$ cat src/sv/npfr_pkg.sv
package npfr_pkg;

  // Register map (byte addresses), index = address / 4
  localparam int NUM_REGS      = 3;
  localparam int PADDR_W       = 4;
  localparam logic [1:0] REG_TIMEOUT = 2'd0;
  localparam logic [1:0] REG_START   = 2'd1;
  localparam logic [1:0] REG_END     = 2'd2;

  localparam logic [15:0] TIMEOUT_RST = 16'd1000;
  localparam logic [7:0]  START_RST   = 8'h02;
  localparam logic [7:0]  END_RST     = 8'h03;

  localparam int RAW_SIZE_DEF = 128;

  // Input opcodes
  localparam logic OP_BYTE = 1'b0;
  localparam logic OP_TICK = 1'b1;

  // Result kinds
  localparam logic KIND_DATA = 1'b0;
  localparam logic KIND_END  = 1'b1;

  // Frame end status
  localparam logic [2:0] ST_OK       = 3'd0;
  localparam logic [2:0] ST_BAD_CRC  = 3'd1;
  localparam logic [2:0] ST_OVERFLOW = 3'd2;
  localparam logic [2:0] ST_TIMEOUT  = 3'd3;
  localparam logic [2:0] ST_RESTART  = 3'd4;

  localparam logic [7:0] CRC_POLY = 8'h8C;
  localparam logic [3:0] NIB_MASK = 4'hF;

  typedef struct packed {
    logic [15:0] timeout_ticks;
    logic [7:0]  start_code;
    logic [7:0]  end_code;
  } cfg_t;

  // Reflected CRC-8, LSB first, one byte
  function automatic logic [7:0] crc8_byte(input logic [7:0] crc, input logic [7:0] b);
    logic [7:0] c;
    c = crc;
    for (int i = 0; i < 8; i++) begin
      if (c[0] ^ b[i]) begin
        c = (c >> 1) ^ CRC_POLY;
      end else begin
        c = c >> 1;
      end
    end
    return c;
  endfunction

endpackage

$ cat src/sv/npfr_regs.sv
module npfr_regs (
  input  logic                          clk,
  input  logic                          rst,
  input  logic                          psel,
  input  logic                          penable,
  input  logic                          pwrite,
  input  logic [npfr_pkg::PADDR_W-1:0]  paddr,
  input  logic [31:0]                   pwdata,
  output logic [31:0]                   prdata,
  output logic                          pready,
  output npfr_pkg::cfg_t                cfg
);
  import npfr_pkg::*;

  logic        wr_en;
  logic [1:0]  reg_idx;

  assign pready  = 1'b1;
  assign reg_idx = paddr[3:2];
  assign wr_en   = psel && penable && pwrite && pready;

  always_ff @(posedge clk) begin
    if (rst) begin
      cfg.timeout_ticks <= TIMEOUT_RST;
      cfg.start_code    <= START_RST;
      cfg.end_code      <= END_RST;
    end else if (wr_en) begin
      case (reg_idx)
        REG_TIMEOUT: cfg.timeout_ticks <= pwdata[15:0];
        REG_START:   cfg.start_code    <= pwdata[7:0];
        REG_END:     cfg.end_code      <= pwdata[7:0];
        default: ;
      endcase
    end
  end

  always_comb begin
    case (reg_idx)
      REG_TIMEOUT: prdata = {16'd0, cfg.timeout_ticks};
      REG_START:   prdata = {24'd0, cfg.start_code};
      REG_END:     prdata = {24'd0, cfg.end_code};
      default:     prdata = 32'd0;
    endcase
  end

endmodule

$ cat src/sv/nibble_pair_frame_receiver.sv
// Channel   Handshake                 Payload
// -------   -----------------------   ---------------------------------------------
// input     in_valid / in_ready       opcode, rx_byte
// output    out_valid / out_ready     kind, data_byte, status, payload_length,
//                                     crc_received, crc_computed
// config    APB (psel/penable/...)    timeout_ticks @0x0, start_code @0x4, end_code @0x8
//
// One word per cycle while in_ready is high. Each accepted word is decoded
// combinationally against the frame state; any result lands in the output register on the same edge.
// in_ready is low only while a result sits unclaimed and out_ready is low.
// Reset (rst, synchronous) clears frame state, tick count and output valid,
// and loads the register defaults (1000 ticks, STX 0x02, ETX 0x03).
module nibble_pair_frame_receiver #(
  parameter int RAW_SIZE = npfr_pkg::RAW_SIZE_DEF
) (
  input  logic                          clk,
  input  logic                          rst,
  // config
  input  logic                          psel,
  input  logic                          penable,
  input  logic                          pwrite,
  input  logic [npfr_pkg::PADDR_W-1:0]  paddr,
  input  logic [31:0]                   pwdata,
  output logic [31:0]                   prdata,
  output logic                          pready,
  // input words
  input  logic                          in_valid,
  output logic                          in_ready,
  input  logic                          opcode,
  input  logic [7:0]                    rx_byte,
  // result words
  output logic                          out_valid,
  input  logic                          out_ready,
  output logic                          kind,
  output logic [7:0]                    data_byte,
  output logic [2:0]                    status,
  output logic [6:0]                    payload_length,
  output logic [7:0]                    crc_received,
  output logic [7:0]                    crc_computed
);
  import npfr_pkg::*;

  // raw_count never exceeds RAW_SIZE: the frame is cut once it gets there
  localparam int RAW_W = $clog2(RAW_SIZE + 1);
  localparam logic [RAW_W-1:0] RAW_LIMIT = RAW_W'(RAW_SIZE);

  cfg_t cfg;

  npfr_regs u_regs (
    .clk     (clk),
    .rst     (rst),
    .psel    (psel),
    .penable (penable),
    .pwrite  (pwrite),
    .paddr   (paddr),
    .pwdata  (pwdata),
    .prdata  (prdata),
    .pready  (pready),
    .cfg     (cfg)
  );

  // Frame state
  logic             in_frame, in_frame_next;
  logic [RAW_W-1:0] raw_count, raw_count_next;
  logic             nibble_pending, nibble_pending_next;
  logic [3:0]       high_half, high_half_next;
  logic             held_valid, held_valid_next;
  logic [7:0]       held_value, held_value_next;
  logic [7:0]       running_crc, running_crc_next;
  logic [6:0]       byte_count, byte_count_next;
  logic [15:0]      tick_count, tick_count_next;

  logic accept;
  logic emit_data;
  logic end_frame;
  logic restart;
  logic [2:0]  end_status;
  logic [7:0]  end_crc_rx;
  logic [15:0] tick_inc;
  logic        is_nibble;
  logic [7:0]  crc_val;
  logic        crc_valid;

  assign in_ready  = !out_valid || out_ready;
  assign accept    = in_valid && in_ready;
  assign tick_inc  = (tick_count == 16'hFFFF) ? tick_count : tick_count + 16'd1;
  // nibble code: upper half is the complement of the lower half
  assign is_nibble = (rx_byte[7:4] == (rx_byte[3:0] ^ NIB_MASK));

  always_comb begin
    in_frame_next       = in_frame;
    raw_count_next      = raw_count;
    nibble_pending_next = nibble_pending;
    high_half_next      = high_half;
    held_valid_next     = held_valid;
    held_value_next     = held_value;
    running_crc_next    = running_crc;
    byte_count_next     = byte_count;
    tick_count_next     = tick_count;
    emit_data  = 1'b0;
    end_frame  = 1'b0;
    restart    = 1'b0;
    end_status = ST_OK;
    end_crc_rx = 8'd0;
    crc_val    = nibble_pending ? {high_half, 4'd0} : held_value;
    crc_valid  = nibble_pending || held_valid;

    if (accept) begin
      if (opcode == OP_TICK) begin
        tick_count_next = tick_inc;
        if (tick_inc >= cfg.timeout_ticks) begin
          end_frame  = 1'b1;
          end_status = ST_TIMEOUT;
        end
      end else if (in_frame && raw_count >= RAW_LIMIT) begin
        end_frame  = 1'b1;
        end_status = ST_OVERFLOW;
      end else if (rx_byte == cfg.start_code) begin
        // restart reports the old frame only if one was open
        end_frame  = in_frame;
        end_status = ST_RESTART;
        restart    = 1'b1;
      end else if (!in_frame) begin
        // hunting: everything else is dropped
      end else if (rx_byte == cfg.end_code) begin
        end_frame = 1'b1;
        if (!crc_valid) begin
          end_status = ST_BAD_CRC;           // empty frame
        end else begin
          end_status = (running_crc == crc_val) ? ST_OK : ST_BAD_CRC;
          end_crc_rx = crc_val;
        end
      end else if (is_nibble) begin
        raw_count_next = raw_count + RAW_W'(1);
        if (!nibble_pending) begin
          // a new high nibble proves the held byte is payload
          if (held_valid) begin
            emit_data        = 1'b1;
            running_crc_next = crc8_byte(running_crc, held_value);
            if (byte_count != 7'h7F) begin
              byte_count_next = byte_count + 7'd1;
            end
            held_valid_next = 1'b0;
          end
          high_half_next      = rx_byte[7:4];
          nibble_pending_next = 1'b1;
        end else begin
          held_value_next     = {high_half, rx_byte[7:4]};
          held_valid_next     = 1'b1;
          nibble_pending_next = 1'b0;
        end
      end

      if (end_frame || restart) begin
        in_frame_next       = restart;
        raw_count_next      = restart ? RAW_W'(1) : '0;
        nibble_pending_next = 1'b0;
        held_valid_next     = 1'b0;
        running_crc_next    = 8'd0;
        byte_count_next     = 7'd0;
        tick_count_next     = 16'd0;
      end
    end
  end

  always_ff @(posedge clk) begin
    if (rst) begin
      in_frame       <= 1'b0;
      raw_count      <= '0;
      nibble_pending <= 1'b0;
      held_valid     <= 1'b0;
      running_crc    <= 8'd0;
      byte_count     <= 7'd0;
      tick_count     <= 16'd0;
    end else begin
      in_frame       <= in_frame_next;
      raw_count      <= raw_count_next;
      nibble_pending <= nibble_pending_next;
      held_valid     <= held_valid_next;
      running_crc    <= running_crc_next;
      byte_count     <= byte_count_next;
      tick_count     <= tick_count_next;
    end
  end

  // held byte and high nibble are only read behind their flags
  always_ff @(posedge clk) begin
    high_half  <= high_half_next;
    held_value <= held_value_next;
  end

  // Output register
  always_ff @(posedge clk) begin
    if (rst) begin
      out_valid <= 1'b0;
    end else if (emit_data || end_frame) begin
      out_valid <= 1'b1;
    end else if (out_ready) begin
      out_valid <= 1'b0;
    end
  end

  always_ff @(posedge clk) begin
    if (end_frame) begin
      kind           <= KIND_END;
      data_byte      <= 8'd0;
      status         <= end_status;
      payload_length <= byte_count;
      crc_received   <= end_crc_rx;
      crc_computed   <= running_crc;
    end else if (emit_data) begin
      kind           <= KIND_DATA;
      data_byte      <= held_value;
      status         <= ST_OK;
      payload_length <= 7'd0;
      crc_received   <= 8'd0;
      crc_computed   <= 8'd0;
    end
  end

endmodule
$ cat config.mk
export PLATFORM = sky130hd
export DESIGN_NAME = nibble_pair_frame_receiver
export DESIGN_NICKNAME = d
export VERILOG_FILES = /design/src/sv/npfr_pkg.sv /design/src/sv/npfr_regs.sv /design/src/sv/nibble_pair_frame_receiver.sv
export SDC_FILE = /design/constraint.sdc
export NUM_CORES = 1
export LEC_CHECK = 0
export BUFFER_PORTS_ARGS = -buffer_cell sky130_fd_sc_hd__buf_2
export CORE_ASPECT_RATIO = 2
export CORE_MARGIN = 5
export CORE_UTILIZATION = 30
export DETAILED_ROUTE_END_ITERATION = 10
export GPL_TIMING_DRIVEN = 0
export RECOVER_POWER = 25
export SLEW_MARGIN = 20
export SYNTH_ARGS = -nofsm -noshare
export SYNTH_HDL_FRONTEND = slang
export SYNTH_SLANG_ARGS = --single-unit
$ cat constraint.sdc
create_clock -name clk -period 8.3 [get_ports clk]
set_input_delay 0.83 -clock clk [delete_from_list [all_inputs] [get_ports clk]]
set_output_delay 0.83 -clock clk [all_outputs]
set_load 0.02 [all_outputs]
== Word-level counts from Yosys, hierarchy flattened ==
Index checks and enable logic that the tools add are counted.

* Add/sub/neg operators: 3
* $lt $le $gt $ge: 2
* Eq/ne operators: 13
* Muxes and demuxes: 165
* Bitwise logic cells: 22
* Reduce and logical (&&, ||, !) cells: 27

{| class="wikitable"
|+ Operator list
! operator !! count
|-
| 8-bit two-way mux || 98
|-
| 7-bit two-way mux || 12
|-
| 16-bit two-way mux || 3
|-
| 16-bit case mux with 3 select lines || 1
|-
| 1-bit two-way mux || 44
|-
| 8-bit == test || 3
|-
| 2-bit NOT with 3-bit output || 8
|-
| 3-bit two-way mux || 6
|-
| 16-bit by 1-bit adder with 16-bit output, second input constant || 1
|-
| 16-bit == test, second input constant || 1
|-
| 16-bit >= comparator || 1
|-
| 8-bit AND reduction || 2
|-
| 2-bit nonzero test || 7
|-
| 2-bit by 1-bit inequality test with 1-bit output, second input constant || 5
|-
| 10-bit AND reduction || 1
|-
| 2-bit AND reduction || 5
|-
| 9-bit AND reduction || 1
|-
| 8-bit by 1-bit adder with 8-bit output, second input constant || 1
|-
| 8-bit >= comparator, second input constant || 1
|-
| 1-bit XOR || 8
|-
| 7-bit by 1-bit adder with 7-bit output, second input constant || 1
|-
| 7-bit inequality test, second input constant || 1
|-
| 7-bit AND reduction || 1
|-
| 1-bit NOT || 5
|-
| 9 further kinds || 15
|}

* Register bits after elaboration: 122
* Input port bits: 52
* Output and inout bits: 70

== Depth between registers and ports, before layout ==
* Depth in word-level cells: 88
* Depth in mapped cells: 17
* Depth with buffers taken out: 15

== Cells and area by module ==
From an unflattened synthesis, not the netlist that was laid out.

* Cell total of the unflattened synthesis: 716
* Area, all modules: 6698.9 um2

{| class="wikitable"
|+ Modules (own cells, without submodules)
! module !! times used !! cells an instance !! area an instance (um2) !! seq. area each (um2)
|-
| nibble_pair_frame_receiver || 1 || 529 || 4968.5 || 2182.1
|-
| npfr_regs || 1 || 187 || 1730.4 || 640.6
|}

== Worst setup path before layout ==
No wires, ideal clock.

* Path kind: reg-to-reg
* Start: register tick_count[4]
* End: register crc_computed[0] (enable)
* Arrival time: 3.634 ns
* Slack: 4.226 ns
* Cell stages (with the launch flop): 14
* Clock period less this slack: 4.074 ns
* Path through: dfxtp_1 -> buf_2 -> nand4_1 -> nor4_1 -> nand4_2 -> mux2_2 -> ha_1 -> and3_1 -> o21ai_0 -> a31oi_1 -> o211ai_1 -> nand2_1 -> o21ai_1 -> nand2_1

* Longest elaborated chain between the ends: 8

{| class="wikitable"
|+ Ends and longest elaborated chain
! element !! RTL line !! text
|-
| from (decl) || nibble_pair_frame_receiver.sv:71 || <nowiki>logic [15:0] tick_count, tick_count_next;</nowiki>
|-
| from (signal assigned) || nibble_pair_frame_receiver.sv:182 || <nowiki>tick_count <= tick_count_next;</nowiki>
|-
| 16-bit by 1-bit adder with 16-bit output / 16-bit == test (equally long branches) || nibble_pair_frame_receiver.sv:86 || <nowiki>assign tick_inc = (tick_count == 16'hFFFF) ? tick_count : tick_count + 16'd1;</nowiki>
|-
| 16-bit two-way mux (*) || nibble_pair_frame_receiver.sv:86 ||
|-
| 16-bit >= comparator (*) || nibble_pair_frame_receiver.sv:111 || <nowiki>if (tick_inc >= cfg.timeout_ticks) begin</nowiki>
|-
| 1-bit two-way mux (*) || nibble_pair_frame_receiver.sv:111 ||
|-
| 1-bit two-way mux (*) || nibble_pair_frame_receiver.sv:109 || <nowiki>if (opcode == OP_TICK) begin</nowiki>
|-
| 1-bit two-way mux (*) (2 in series) || nibble_pair_frame_receiver.sv:108 || <nowiki>if (accept) begin</nowiki>
|-
| 2-bit nonzero test (no line) (*) || - ||
|-
| to (signal assigned) || nibble_pair_frame_receiver.sv:210 || <nowiki>crc_computed <= running_crc;</nowiki>
|-
| to (decl) || nibble_pair_frame_receiver.sv:39 || <nowiki>output logic [7:0] crc_computed</nowiki>
|}

Mark *: on every way between the ends. The rest lies on a longest branch, timed or not. The select of a mux whose other input is x is not followed.
A chain may end at the register's enable or synchronous reset.

== Worst setup path after layout ==
* Start: register tick_count[4]
* End: register crc_computed[6] (enable)

Same word-level chain as after synthesis.

==> impl_metrics.ini <==
[synth]
synthTopCellsByArea = dfxtp_1, edfxtp_1, mux2i_1
ys_seq_area_share_pct = 43.7
netlist_instances = 720
synth_area_sq_um = 6460
yosysTopAreaCellShare_pct = 26.0
synth-warning-count = 0
synth_edf_count = 38
yosysTopAreaCell = dfxtp_1
synth-async-reset-ratio_pct = 0
ys_types = 57
yosys_most_used_dff = dfxtp_1
ys_ff_latch = 122
avgSynthCellArea_sq_um = 8.98

[die]
die_w_um = 114
ios = 122
die_area_sq_um = 24800
row_count = 76
core_area_sq_um = 21400
initial_core_util_pct = 30.2
die_h_um = 218

[place]
gp_congestion = 0.903
hpwl_um = 13900
port_buffers = 84
dp.cells = 1092

[worst_setup_path]
path_delay_family = simple AND/OR/NAND/NOR gates
crit_top_cell = nand2_1
cp-end-kind = register
max_stage_delay_ns = 0.73
crit_required_ns = 8.22
crit_buf_inv = 1
cp-start-kind = register
cp.arrival_ns = 5.06
path_cells = buf_2, nand4_1, nor4_1, nand4_2, nand3_1, nor3_1, xnor2_1, ha_1, a21oi_1, o21ai_0, a22oi_1, nand2_1, o21ai_1, nand2_1
crit_slowest_cell = nand2_1
critPathKind = register to register
cp_max_fo = 26

[cells_and_area]
diodes = 0
multi_input_area_sq_um = 3280
post_route_cells_drive_above_1_share_pct = 12.7
fin_cells = 1124
fill_cells = 2221
areaGrowthSynthToFinish_pct = 21.2
nets = 910
regArea_sq_um = 2820

[timing]
rsz0062_at_grt = false
drv_slew = 0
hold-worst-slack_ns = 0.451
setup_tns_ns = 0
post-route-period-util_pct = 61.9
layout_min_cycle_time_ns = 5.14
final-hold-violation-count = 0
max_freq_mhz = 194
fin_worst_skew_ns = 0.0140
tightest_slew_ns = 1.03
slew-limit-headroom_pct = 31.0
setup_viol = 0

[power]
powerDensity_nw_per_um2 = 185
vdd_drop_max_mv = 0.118
p_leak_uw = 0.00307
power.total_uw = 1450

[clock_tree]
cts_buffers = 17
cts-root-buf = clkbuf_16
htree_levels = 4
post_cts_buffers = 0
clkLatencyLatePin_ns = 0.42
clkTransAtPathRegs_ns = 0.05
cts_resized = 0
clock_path_buffers = 2
cts_hold_buf = 0
cts.sink_count = 122
cts_tree = done

[detailed_routing]
routed_via_density = 4.86
wl_per_cell_um = 15.8
wl_met2_um = 10100
drt-met1-wl_um = 6460
drt-total-wl_um = 17800
num_vias = 5459
first_pass_iters = 5
dr_wl_met3_um = 757
highest_layer = met4
ant_nets = 0
drtIter0Drc = 214
drc = 0

[grt]
grt_pass1_wl_um = 28100
grt_start_max_net_pins = 27
antenna_found_initial = 0
grt.overflow.total = 0
grt_pass1_vias = 5396
grt_util_all_layers_pct = 14.5

[min_path]
hold_path_class = register to register

[run_status]
outcome = finished, final reports clean

[run]
drv_cap = 0
[kinds of logic (layout without fill, tap and decap cells)]
logic type / Yosys count / count (layout) / share of synthesized area [%]
flops: 122 / 122 / 43.7
other cells: 2 / 17 / 0.116
buf+inv: 88 / 204 / 6.41
simple gates: 261 / 261 / 19.4
mux: 43 / 43 / 6.68
xor+xnor: 55 / 55 / 7.45
fa+ha+maj: 20 / 20 / 3.87
compound gates: 129 / 129 / 12.5
[power by group]
group	total, uW	switching, uW	leakage [uW]	internal, uW
Sequential	617	2.45	0.00100	615
Combinational	77.4	50.1	0.00178	27.3
Clock	755	282	0.000292	473
[Yosys cell counts, drive strengths merged (2+ instances only)]
cell type	number
nor2	91
dfxtp	84
nand2	59
a21oi	51
mux2i	42
edfxtp	38
inv	37
o21ai	29
xnor2	29
buf	26
xor2	26
clkbuf	25
nand3	22
and2	20
ha	20
nor3	16
or3	10
a211o	9
nor2b	9
a22oi	8
and3	8
nor4	7
nand4	6
a211oi	4
o32ai	4
a31oi	3
nand3b	3
nor3b	3
o211ai	3
o31ai	3
a21o	2
conb	2
nand2b	2
o21a	2
o21bai	2
o221a	2
o22ai	2
or4	2
[final timing paths]
check                           depth (start not counted)  slack [ns]                       endpoint                        from
worst min register to register                          0        0.45        held_value[5]$_DFFE_PP_      high_half[1]$_DFFE_PP_
worst max register to register                         14        3.16  crc_computed[6]$_SDFFCE_PN0P_  tick_count[4]$_SDFFE_PP0P_
worst max-delay path                                   14        3.16  crc_computed[6]$_SDFFCE_PN0P_  tick_count[4]$_SDFFE_PP0P_
worst min-delay path                                    0        0.45        held_value[5]$_DFFE_PP_      high_half[1]$_DFFE_PP_
[registers in the layout, summed over array words and instances (netlist names), 3 cells and up]
name	count
byte_count	7
crc_computed	8
crc_received	8
data_byte	8
held_value	8
high_half	4
payload_length	7
raw_count	8
running_crc	8
status	3
tick_count	16
u_regs.cfg	32
[metrics by stage]
stage / cell area, sq um / setup slack [ns] / util (%)
after CTS: 7890 / 3.13 / 36.9
after global placement: 7280 / 3.20 / 34.0
after global routing: 7840 / 2.62 / 36.6
after detailed placement: 7280 / 3.15 / 34.0
after floorplan: 6520 / 4.23 / -
final: 7840 / 3.16 / 36.6
[layout by cell type (no fill, tap or decap), types with 3 or more instances in the layout]
cell       instances
a211o_1            9
a211oi_1           3
a21oi_1           50
a22oi_1            8
a31oi_1            3
and2_1            20
and3_1             8
buf_1              3
buf_2             48
buf_4             17
bufinv_16          3
clkbuf_1          66
clkbuf_16         17
clkinv_4           6
conb_1            17
dfxtp_1           84
edfxtp_1          38
ha_1              20
inv_1             37
mux2i_1           42
nand2_1           59
nand3_1           21
nand3b_1           3
nand4_1            5
nor2_1            91
nor2b_1            9
nor3_1            16
nor3b_1            3
nor4_1             5
o211ai_1           3
o21ai_0           26
o31ai_1            3
o32ai_1            4
or3_1             10
xnor2_1           29
xor2_1            26
[metal layers]
layer	up-vias	GRT usage (%)
met5	-	0
met4	0	6.06
met3	34	2.28
met2	154	28.7
met1	2575	14.4
li1	2696	-
[area by class of cell]
type | instances | area share [%]
sequential | 122 | 36.0
clock inverter | 14 | 2.20
clock buffer | 18 | 5.48
inverter | 37 | 1.77
multi-input combinational | 525 | 41.9
tap | 273 | 4.36
timing repair buffer | 84 | 4.73
buffer | 51 | 3.51
(Power assumes the default switching activity.)
